===== src/gn2d_pkg.sv =====
// ---------------------------------------------------------------------------
// gn2d_pkg: shared types and constants for the 2D gradient noise block
// Sequencer states, register indexes and fixed-point constants.
// ---------------------------------------------------------------------------
package gn2d_pkg;

  // configuration register indexes
  localparam logic CFG_CELL_SIZE   = 1'b0;
  localparam logic CFG_GRID_RADIUS = 1'b1;

  // input opcodes
  localparam logic OP_WRITE = 1'b0;
  localparam logic OP_EVAL  = 1'b1;

  // gradient used for corners outside the table: (1.0, 0) in Q1.14
  localparam logic signed [15:0] DEFAULT_GX = 16'sd16384;
  localparam logic signed [15:0] DEFAULT_GY = 16'sd0;

  localparam int DIV_STEPS = 32;

  typedef enum logic [3:0] {
    ST_IDLE,
    ST_DIV_MAG,
    ST_DIV_MAG_WAIT,
    ST_DIV_FRAC,
    ST_DIV_FRAC_WAIT,
    ST_CORNER_ADDR,
    ST_CORNER_READ,
    ST_MUL_X,
    ST_MUL_Y,
    ST_MUL_ACC,
    ST_BLEND_SUB,
    ST_BLEND_MUL,
    ST_BLEND_ADD,
    ST_DONE
  } gn2d_state_t;

  // divider handshake
  typedef struct packed {
    logic        start;
    logic [31:0] dividend;
    logic [15:0] divisor;
  } gn2d_div_req_t;

  typedef struct packed {
    logic        done;
    logic [31:0] quotient;
    logic [15:0] remainder;
  } gn2d_div_rsp_t;

endpackage


===== src/gn2d_div.sv =====
// ---------------------------------------------------------------------------
// gn2d_div: serial unsigned divider
// Restoring division of a 32-bit dividend by a 16-bit divisor, one quotient
// bit per cycle. done is high for a single cycle once the last step is registered; results hold.
// ---------------------------------------------------------------------------
module gn2d_div
  import gn2d_pkg::*;
(
  input  logic          clk,
  input  logic          rst,
  input  gn2d_div_req_t req,
  output gn2d_div_rsp_t rsp
);

  logic        busy;
  logic        finished;
  logic [5:0]  count;
  logic [31:0] dvd;
  logic [31:0] quo;
  logic [16:0] rem;
  logic [15:0] dsr;
  logic [16:0] rem_shift;
  logic [16:0] rem_diff;
  logic        fits;

  // one restoring step
  always_comb begin
    rem_shift = {rem[15:0], dvd[31]};
    rem_diff  = rem_shift - {1'b0, dsr};
    fits      = rem_shift >= {1'b0, dsr};
  end

  always_ff @(posedge clk) begin
    if (rst) begin
      busy     <= 1'b0;
      count    <= '0;
      finished <= 1'b0;
    end else begin
      finished <= 1'b0;
      if (req.start) begin
        busy  <= 1'b1;
        count <= '0;
      end else if (busy) begin
        count <= count + 6'd1;
        if (count == 6'(DIV_STEPS - 1)) begin
          busy     <= 1'b0;
          finished <= 1'b1;
        end
      end
    end
  end

  // datapath
  always_ff @(posedge clk) begin
    if (req.start) begin
      dvd <= req.dividend;
      dsr <= req.divisor;
      rem <= '0;
      quo <= '0;
    end else if (busy) begin
      dvd <= {dvd[30:0], 1'b0};
      quo <= {quo[30:0], fits};
      rem <= fits ? rem_diff : rem_shift;
    end
  end

  assign rsp = '{done: finished, quotient: quo, remainder: rem[15:0]};

endmodule

===== config.mk =====
export PLATFORM = sky130hd
export DESIGN_NAME = gn2d_div
export DESIGN_NICKNAME = d
export VERILOG_FILES = /design/src/gn2d_pkg.sv /design/src/gn2d_div.sv
export SDC_FILE = /design/constraint.sdc
export NUM_CORES = 1
export LEC_CHECK = 0
export BUFFER_PORTS_ARGS = -buffer_cell sky130_fd_sc_hd__buf_2
export CORE_AREA = 4 4 99 110
export CTS_CLUSTER_DIAMETER = 60
export CTS_CLUSTER_SIZE = 14
export DETAILED_ROUTE_END_ITERATION = 7
export DIE_AREA = 0 0 103 114
export PLACE_DENSITY = 0.73
export SKIP_CTS_REPAIR_TIMING = 1
export SLEW_MARGIN = 20
export SYNTH_ARGS = -nofsm -noshare
export SYNTH_HDL_FRONTEND = slang
export SYNTH_SLANG_ARGS = --single-unit
export TNS_END_PERCENT = 10

===== constraint.sdc =====
create_clock -name clk -period 3.9 [get_ports clk]
set_clock_uncertainty 0.05 [all_clocks]
set_input_delay 0.195 -clock clk [delete_from_list [all_inputs] [get_ports clk]]
set_output_delay 0.195 -clock clk [all_outputs]
set_load 0.01 [all_outputs]

After elaboration in Yosys (flattened, before gate mapping) --
Index checks and enable logic that the tools add are counted.
Storage, ports and cells: bits in registers 104, input bits 51
Operators by class: $add $sub $neg 2, $lt $le $gt $ge 1, eq/ne operators 1, multiplexer cells 7, bitwise gates (word level) 1, reductions and logical operators 3
Operators by type and width (number):
- 32-bit 2-to-1 mux | 2
- 17-bit by 16-bit greater-or-equal comparator with 1-bit output | 1
- 16-bit 2-to-1 mux | 1
- 16-bit subtractor | 1
- 6-bit by 1-bit adder with 6-bit output, second input constant | 1
- 6-bit by 5-bit equality test with 1-bit output, second input constant | 1
- 1-bit 2-to-1 mux | 4
- 3-bit OR reduction | 1
- 2-bit nonzero test | 1
- 2-bit OR reduction | 1
- 1-bit inverter | 1

Logic depth before layout (Yosys ltp) --
Gate-level depths: netlist of the first run.
depth in word-level cells 4, mapped depth 10, gate-level depth less buffers 9

Worst setup path before layout of the first run --
No wires, ideal clock.
path kind reg-to-reg, from register dsr[1], to register rem[14], arrival time 2.013 ns, setup slack 1.706 ns, stages on the path, launching flop included 10, buffers on the path 1, period minus slack after synthesis 2.194 ns, cell sequence edfxtp_1 -> inv_1 -> ha_1 -> or2b_1 -> a21o_1 -> a211o_1 -> a21o_2 -> buf_6 -> a41oi_2 -> o31ai_1
Between the ends: cells in the longest elaborated chain, start to end 2, elaborated cells on any way between the ends 3, classes of those cells add/sub (1); order compare (1); mux (1)
RTL lines:
- start, declared | RTL line gn2d_div.sv:21 | logic [15:0] dsr;
- start signal, assigned | RTL line gn2d_div.sv:57 | dsr <= req.divisor;
- 16-bit subtractor or 17-bit by 16-bit greater-or-equal comparator with 1-bit output (tied branches) | RTL line gn2d_div.sv:29, gn2d_div.sv:30
- 16-bit 2-to-1 mux (*) | RTL line gn2d_div.sv:63 | rem <= fits ? rem_diff : rem_shift;
- end signal, assigned | RTL line gn2d_div.sv:63
- end, declared | RTL line gn2d_div.sv:20 | logic [16:0] rem;
Mark *: on every way between the ends. The rest lies on a longest branch, timed or not. A chain may end at the register's enable or synchronous reset.

Worst setup path in the final report of the first run --
from register dsr[6], to register rem[0]
Between the ends: cells in the longest elaborated chain, start to end 2
RTL lines:
- 17-bit by 16-bit greater-or-equal comparator with 1-bit output | RTL line gn2d_div.sv:30 | fits = rem_shift >= {1'b0, dsr};
- 16-bit 2-to-1 mux | RTL line gn2d_div.sv:63
Every way passes these cells.

==> results.tsv, run 1 <==
stage	metric	value	unit
routing	drc violations	0	
die	io pins	100	
timing	final worst slack	1206	ps
power_and_ir_drop	Clock power frac	0.273	
routing	DR vias/cell	5.610	
final_layout	cell area after layout	0.005931	mm^2
timing	RSZ-0062 raised after global routing	false	
logic_synthesis	synth warn	0	
placed_design	dpl hpwl	7.678	mm
clocking	clock-pin transition on the worst setup and hold timing paths	90	ps
power_and_ir_drop	Comb power frac	0.178	
logic_synthesis	Post-Syn Nets	533	
timing	fin. max-slew vios	0	
logic_synthesis	Synth area leaders	edfxtp_1 (28%), dfxtp_1 (22%), mux2_2 (6.8%)	
timing	relative slew slack	0.4361	
final_layout	Area Overhead vs Synth	16.32	%
placed_design	Post-DP Area	0.005582	mm^2
logic_synthesis	mux cell area share after synthesis	0.1333	
logic_synthesis	post-synthesis adder-cell area fraction	0.04564	
grt	vias in the first global route	3689	
routing	Antenna Violating Nets Remaining	0	
critical_path	CP required	4110	ps
logic_synthesis	Mapped Cells	464	
logic_synthesis	EDFF count, synth	48	
run	Max Cap Viol	0	
run_status	run status	complete, no violations	
logic_synthesis	share of the synthesized area in the top cell type	0.2827	
clocking	CTS Buffer Depth	2	
critical_path	R2R cell count	8	
timing	Hold Vio Cnt, Final	0	
logic_synthesis	compound-cell area share of the yosys netlist	0.1288	
min_path	worst min path class	in -> reg	
clocking	CTS tree	built	
logic_synthesis	most frequent cells after synthesis	nor2_1 (70), dfxtp_1 (56), edfxtp_1 (48)	
final_layout	fin nets	637	
routing	WL/cell	15.68	um
min_path	Hold Crit Depth	2	
routing	Pre-antenna DRT Iters	4	
routing	final wirelength	10.86	mm
timing	final setup fails	0	
timing	Tcrit/Tclk final	0.6908	
logic_synthesis	#FFs+latches synth	104	
placed_design	I/O Buffers	99	
grt	GRT overflow	0	
timing	fin crit period	2694	ps
power_and_ir_drop	Static Leak	2.538	nW
clocking	Clk Latency, worst-skew pair	360	ps
logic_synthesis	mapped cell area	0.005099	mm^2
die	starting density of the core	0.5206	
critical_path	FF-to-FF setup slack	1210	ps
grt	global-route wire length before repair	17.53	mm
logic_synthesis	ys async rst share	0	
logic_synthesis	leading area contributor after synthesis	edfxtp_1	
critical_path	crit path kind	reg -> reg	
clocking	TritonCTS Buffers	9	
placed_design	# placed instances	660	
grt	initial antenna violation count	0	
timing	worst-margin pin slew	845.8	ps
final_layout	post-layout util	0.6055	
logic_synthesis	sequential area share after synthesis	0.5026	
critical_path	CP max FO	12	
placed_design	GP Congestion	0.8555	
timing	Hold Slack	72.66	ps
critical_path	Crit. End Element	flop	
critical_path	crit start category	flop	
die	Die ar.	0.01174	mm^2
logic_synthesis	syn avg cell area	10.99	um^2
min_path	hold endpoint	dvd[0]	
routing	Via Count	3888	
grt	pin count of the biggest net entering global routing	63	
logic_synthesis	most common flop cell mapped by yosys	dfxtp_1	
die	core box area	0.009794	mm^2
power_and_ir_drop	Overall Power	2.259	mW
power_and_ir_drop	internal power	1.641	mW
power_and_ir_drop	sw power	617.5	uW
routing	DRT iter0 DRCs	156	
critical_path	worst flop-to-flop path startpoint	dsr[6]	
final_layout	share of layout cells above drive strength 1	0.2914	
die	Die Y	114	um
critical_path	Critical R2R Capture	rem[0]	
final_layout	Antenna diodes	0	
final_layout	final non-filler cell total	693	
logic_synthesis	most numerous cell in the Yosys netlist	nor2_1	
logic_synthesis	Cell variety after synth	65	
critical_path	Worst EP arrival	2910	ps
power_and_ir_drop	pwr dens	380.9	mW/mm^2
power_and_ir_drop	Worst VDD drop	0.0002777	V
grt	GRT Util Overall	0.1882	
placed_design	pre-CTS setup slack	1238	ps
clocking	H-tree levels	3	
die	die width	103	um
power_and_ir_drop	register share of total power	0.550	
timing	fmax	0.3712	GHz
power_and_ir_drop	Switching Share	0.2734	
clocking	CTS Sinks	104	
logic_synthesis	post-synthesis simple-gate area fraction	0.1212	
clocking	Root Buffer	clkbuf_8	
die	row cnt	38	
logic_synthesis	largest family of logic cells by synthesized area	multiplexers	
logic_synthesis	Synth Area in XOR/XNOR	0.01890	
timing	TNS Setup	0	ps
min_path	Hold Crit Start	req[16]	
critical path, cell delays in order (launching register included):
cell and delay (ps):
edfxtp_1 340, inv_1 40, ha_1 370, nand2_2 130, nor4_2 360, nand4_1 190
o21ai_2 500, nor2_1 270, a311oi_1 340
power groups by stage:
stage	registers [mW]	clock network [mW]	logic (mW)
after floorplan	1.26	0	0.287
after global placement	1.27	0	0.378
after detailed placement	1.27	0	0.384
after CTS	1.24	0.645	0.387
after global routing	1.25	0.682	0.442
final	1.24	0.616	0.401
layout by cell type (no fill, tap or decap), types with 5 or more instances in the layout:
cell type / n
mux2i_1: 33
xnor2_1: 6
a21oi_1: 17
xor2_1: 5
o21ai_1: 6
a311oi_1: 5
ha_1: 17
nand4_1: 8
edfxtp_1: 48
dfxtp_1: 55
and3_1: 5
clkbuf_8: 10
dlygate4sd3_1: 17
nor2_1: 70
nand3_1: 12
mux2_2: 31
buf_2: 98
inv_1: 19
nand2_1: 19
o21ai_0: 10
cell type report:
type	count	area [um^2]
Multi-Input combinational cell	316	2283
Inverter	19	71.32
Timing Repair Buffer	118	683.2
Clock inverter	6	41.29
Clock buffer	10	137.6
Sequential cell	104	2564
Tap cell	120	150.1
Fill cell	834	3864
layer usage:
metal	vias up	part of all wire	GRT usage	wire [um]
met1	1880	0.42	0.2383	4565
met3	11	0.044	0.04220	475
met2	91	0.52	0.3166	5655
li1	1906	-	-	-
met5	-	0	0	0
met4	0	0.015	0.06131	167
cell families (layout without fill, tap and decap cells):
kind of cell    count (synthesis)  count (layout)
simple gates                  135             135
fa+ha+maj                      18              18
xor+xnor                       11              11
compound gates                 88              88
flops                         104             104
buf+inv                        44             153
mux                            64              64
registers in the layout (all words and copies together), names as in the netlist:
name,count
quo,32
dvd,32
dsr,16
busy,1
rem,16
finished,1
count,6
how the worst max path moves through the flow:
stage                       from  endpoint  slack, ps  depth (start not counted)
final                     dsr[6]    rem[0]       1210                          8
after global routing      dsr[9]    rem[0]        940                          8
after detailed placement  dsr[6]    rem[4]       1240                          8
after floorplan           dsr[1]   rem[14]       1710                          9
after global placement    dsr[6]    rem[4]       1360                          8
after CTS                 dsr[6]    rem[0]       1200                          8
Note: power is estimated with default switching activity, not from simulation.
==> run 2: changes to the inputs <==
==> constraint.sdc (replaced) <==
create_clock -name clk -period 2.8 [get_ports clk]
set_clock_uncertainty 0.05 [all_clocks]
set_input_delay 0.14 -clock clk [delete_from_list [all_inputs] [get_ports clk]]
set_output_delay 0.14 -clock clk [all_outputs]
set_load 0.01 [all_outputs]
==> run 2 against run 1 <==
  * Combinational power is 42% higher
  * Register-to-register slack worse by 960 ps
  * Sequential power is 40% higher
  * Wire length is 3.0% higher
  * Final area is 0.72% higher
  * Largest power group unchanged
  * Highest routed layer unchanged
  * Count of clock-buffer cells in the layout is 3 higher
  * Critical path depth is 2 lower
  * Die area stayed put
  * Worst setup slack worse by 960 ps
  * Worst hold slack worse by 56 ps
  * Sequential share of layout area is 0.31 points lower
==> results.tsv, run 2 (same netlist as run 1, synthesis figures left out) <==
stage	metric	value	unit
routing	final wirelength	11.19	mm
clocking	CTS Sinks	104	
clocking	CTS Buffer Depth	2	
final_layout	Antenna diodes	0	
timing	worst-margin pin slew	593.8	ps
power_and_ir_drop	Static Leak	2.567	nW
power_and_ir_drop	Clock power frac	0.269	
critical_path	crit start category	flop	
grt	GRT Util Overall	0.2004	
timing	TNS Setup	0	ps
placed_design	Post-DP Area	0.005634	mm^2
timing	final setup fails	0	
timing	Hold Vio Cnt, Final	0	
critical_path	CP required	3010	ps
clocking	TritonCTS Buffers	9	
grt	pin count of the biggest net entering global routing	39	
final_layout	commonest non-fill, non-tap cell in the layout	buf_2	
grt	GRT overflow	0	
die	die width	103	um
timing	fin. max-slew vios	0	
routing	WL/cell	15.99	um
routing	Pre-antenna DRT Iters	4	
final_layout	top flop regs	dvd x32, quo x32	
die	row cnt	38	
routing	Antenna Violating Nets Remaining	0	
clocking	Root Buffer	clkbuf_8	
critical_path	Worst EP arrival	2760	ps
final_layout	final non-filler cell total	700	
timing	fmax	0.3918	GHz
placed_design	dpl hpwl	8.054	mm
critical_path	Crit. End Element	flop	
final_layout	fin nets	644	
die	Die ar.	0.01174	mm^2
timing	Tcrit/Tclk final	0.9114	
grt	vias in the first global route	3824	
routing	drc violations	0	
timing	RSZ-0062 raised after global routing	false	
die	starting density of the core	0.5206	
final_layout	share of layout cells above drive strength 1	0.2948	
power_and_ir_drop	Comb power frac	0.181	
min_path	worst min path class	in -> reg	
die	io pins	100	
routing	DR vias/cell	5.510	
placed_design	I/O Buffers	99	
clocking	Clk Latency, worst-skew pair	360	ps
power_and_ir_drop	internal power	2.294	mW
die	core box area	0.009794	mm^2
power_and_ir_drop	sw power	851.6	uW
power_and_ir_drop	register share of total power	0.550	
grt	global-route wire length before repair	18.50	mm
power_and_ir_drop	Worst VDD drop	0.0004003	V
placed_design	# placed instances	667	
placed_design	GP Congestion	0.8572	
run	Max Cap Viol	0	
timing	relative slew slack	0.6027	
routing	DRT iter0 DRCs	174	
run_status	run status	complete, no violations	
grt	initial antenna violation count	0	
routing	Via Count	3857	
final_layout	register area	0.002564	mm^2
die	Die Y	114	um
power_and_ir_drop	Switching Share	0.2707	
final_layout	cell area after layout	0.005973	mm^2
power_and_ir_drop	pwr dens	526.7	mW/mm^2
final_layout	multi-input logic area	0.002283	mm^2
clocking	clock-pin transition on the worst setup and hold timing paths	100	ps
final_layout	fill count	870	
critical_path	crit path kind	reg -> reg	
final_layout	Area Overhead vs Synth	17.15	%
critical_path	CP max FO	15	
clocking	H-tree levels	3	
clocking	CTS tree	built	
final_layout	most frequent cells in the layout	buf_2 (98), nor2_1 (70), dfxtp_1 (55), edfxtp_1 (48), mux2i_1 (33)	
timing	fin crit period	2552	ps
==> run 2: area by class of cell <==
type,instances,share of cell area
Sequential cell,104,0.4292
Multi-Input combinational cell,316,0.3823
Timing Repair Buffer,125,0.1232
Clock buffer,13,0.02514
Tap cell,120,0.02514
Inverter,19,0.01194
Clock inverter,3,0.003142
==> run 2: power by group through the flow <==
stage | Clock (mW) | Combinational, mW | Sequential (mW)
finish | 0.845 | 0.570 | 1.73
global route | 0.938 | 0.633 | 1.74
CTS | 0.876 | 0.552 | 1.73
detailed placement | 0 | 0.549 | 1.77
global placement | 0 | 0.537 | 1.76
floorplan | 0 | 0.400 | 1.76
==> run 2: critical path: stages, from the launching register on <==
cell,delay [ps]
dfxtp_1,360
ha_1,380
a21o_1,220
a211oi_1,380
o21a_1,580
a211oi_1,190
a2111oi_2,300
==> run 2: worst paths after layout <==
path / from / endpoint / slack (ps) / cells after the start
worst max-delay path: rem[13] / rem[4] / 250 / 6
worst min-delay path: req[46] / dvd[30] / 20 / 2
worst max register to register: rem[13] / rem[4] / 250 / 6
worst min register to register: quo[31] / quo[31] / 450 / 2
==> run 2: per-layer routing <==
layer  vias up  wire length (um)  track usage
met5         -                 0            0
met4         0               190      0.08377
met3        12               530      0.03058
met2        92              5830       0.3338
met1      1841              4638       0.2576
li1       1912                 -            -
==> run 2: metrics by stage <==
stage / setup slack [ps] / utilization / power (mW) / hold slack (ps)
after floorplan: 605.5 / - / 2.161 / 162.4
after global placement: 376.5 / 0.5752 / 2.300 / 256.1
after detailed placement: 328.0 / 0.5752 / 2.315 / 253.3
after CTS: 301.7 / 0.5925 / 3.160 / -152.2
after global routing: 76.89 / 0.6099 / 3.312 / 1.107
final: 248.0 / 0.6099 / 3.146 / 16.97
==> run 3: changes to the inputs <==
--- a/config.mk
+++ b/config.mk
@@ -12,6 +12,7 @@
 export DETAILED_ROUTE_END_ITERATION = 7
 export DIE_AREA = 0 0 103 114
 export PLACE_DENSITY = 0.73
+export SETUP_SLACK_MARGIN = 0.3
 export SKIP_CTS_REPAIR_TIMING = 1
 export SLEW_MARGIN = 20
 export SYNTH_ARGS = -nofsm -noshare
==> run 3 against run 2 <==
  * Worst hold slack better by 0.99 ps
  * Worst setup slack better by 100 ps
  * Largest power group unchanged
  * Sequential power about the same
  * Final area up 0.65%
  * Core utilization up 0.40 points
  * Largest cell class unchanged
  * Critical path depth up 3
  * Count of clock-buffer cells in the layout unchanged
  * Via count up 0.39%
==> results.tsv, run 3 (same netlist as run 1, synthesis figures left out) <==
stage	metric	value	unit
final_layout	top flop regs	dvd x32, quo x32	
critical_path	crit start category	flop	
clocking	Clk Latency, worst-skew pair	360	ps
grt	pin count of the biggest net entering global routing	39	
run_status	run status	complete, no violations	
routing	WL/cell	15.94	um
final_layout	fin nets	647	
grt	GRT overflow	0	
routing	drc violations	0	
critical_path	critical-path cell list	inv_1 -> ha_1 -> or2b_1 -> a21o_1 -> a211o_1 -> a21oi_4 -> buf_4 -> o211ai_1 -> a311oi_1	
placed_design	# placed instances	667	
timing	relative slew slack	0.5983	
timing	RSZ-0062 raised after global routing	true	
run	Max Cap Viol	0	
die	row cnt	38	
die	starting density of the core	0.5206	
power_and_ir_drop	Overall Power	3.148	mW
critical_path	Critical R2R Capture	rem[6]	
clocking	CTS Buffer Depth	2	
timing	Hold Vio Cnt, Final	0	
min_path	Hold Crit Start	req[46]	
critical_path	critical path's largest stage delay	380	ps
critical_path	Crit. End Element	flop	
clocking	CTS Sinks	104	
power_and_ir_drop	pwr dens	523.6	mW/mm^2
final_layout	post-layout util	0.6138	
die	Die Y	114	um
grt	initial antenna violation count	0	
die	Die ar.	0.01174	mm^2
clocking	clock-pin transition on the worst setup and hold timing paths	100	ps
timing	Tcrit/Tclk final	0.8750	
final_layout	fill count	862	
grt	GRT Util Overall	0.2004	
clocking	H-tree levels	3	
critical_path	CP max-delay cell	edfxtp_1	
final_layout	share of layout cells above drive strength 1	0.3036	
die	die width	103	um
critical_path	FF-to-FF setup slack	350	ps
clocking	TritonCTS Buffers	9	
critical_path	crit path kind	reg -> reg	
critical_path	CP required	3020	ps
critical_path	CP Launch Point	dsr[1]	
timing	fin. max-slew vios	0	
routing	Via Count	3872	
critical_path	worst flop-to-flop path startpoint	dsr[1]	
routing	DR vias/cell	5.508	
timing	fin crit period	2450	ps
timing	final setup fails	0	
power_and_ir_drop	Worst VDD drop	0.0003989	V
timing	final worst slack	350.0	ps
final_layout	final non-filler cell total	703	
placed_design	I/O Buffers	99	
die	core box area	0.009794	mm^2
placed_design	GP Congestion	0.8572	
placed_design	dpl hpwl	8.054	mm
placed_design	pre-CTS setup slack	328.0	ps
routing	Pre-antenna DRT Iters	4	
critical_path	Setup crit end	rem[6]	
critical_path	Worst EP arrival	2670	ps
critical_path	CP max FO	6	
timing	TNS Setup	0	ps
final_layout	commonest non-fill, non-tap cell in the layout	buf_2	
routing	Antenna Violating Nets Remaining	0	
clocking	Root Buffer	clkbuf_8	
critical_path	R2R cell count	9	
final_layout	Antenna diodes	0	
min_path	worst min path class	in -> reg	
clocking	CTS tree	built	
final_layout	most frequent cells in the layout	buf_2 (98), nor2_1 (70), dfxtp_1 (55), edfxtp_1 (48), mux2i_1 (33)	
grt	global-route wire length before repair	18.50	mm
grt	vias in the first global route	3824	
power_and_ir_drop	Static Leak	2.588	nW
final_layout	Area Overhead vs Synth	17.91	%
timing	fmax	0.4082	GHz
timing	worst-margin pin slew	600.4	ps
die	io pins	100	
routing	final wirelength	11.21	mm
routing	DRT iter0 DRCs	180	
-- run 3: routing by layer --
layer  wire [um]  vias to the layer above  global-route usage  share of wire
met5           0                        -                   0              0
met1        4717                     1863              0.2576           0.42
met4         133                        0             0.08377          0.012
met3         483                       14             0.03058          0.043
met2        5869                       75              0.3338           0.52
li1            -                     1920                   -              -
-- run 3: per-stage QoR --
stage,hold WS (ps),cell area (um^2)
after floorplan,162.4,5099
after global placement,256.1,5634
after detailed placement,253.3,5634
after CTS,-152.2,5803
after global routing,1.107,6012
final,17.96,6012
-- run 3: worst min path at each step --
stage / endpoint / slack (ps) / depth (start not counted)
after floorplan: busy / 160 / 1
after global placement: busy / 260 / 2
after detailed placement: busy / 250 / 2
after CTS: busy / -150 / 2
after global routing: dvd[25] / 1 / 2
final: dvd[30] / 20 / 2
-- run 3: worst max-delay path: cells and delay by family (launching register included) --
family | cells | cell delay (ps)
flip-flops | 1 | 380
AO/OA/AOI/OAI | 5 | 1200
buffers and inverters | 2 | 210
adder cells (fa/ha/maj) | 1 | 280
AND/OR/NAND/NOR | 1 | 240
-- run 3: area by class of cell --
type	instances	area, um^2	share of cell area
Timing Repair Buffer	128	758.2	0.1261
Clock buffer	13	150.1	0.02497
Sequential cell	104	2564	0.4264
Inverter	19	71.32	0.01186
Clock inverter	3	18.77	0.003122
Tap cell	120	150.1	0.02497
Multi-Input combinational cell	316	2300	0.3825
-- run 3: where the power goes --
| group | switching [mW] | total [mW] | internal, mW |
|---|---|---|---|
| Clock | 0.492 | 0.845 | 0.353 |
| Sequential | 0.0408 | 1.73 | 1.69 |
| Combinational | 0.319 | 0.573 | 0.254 |
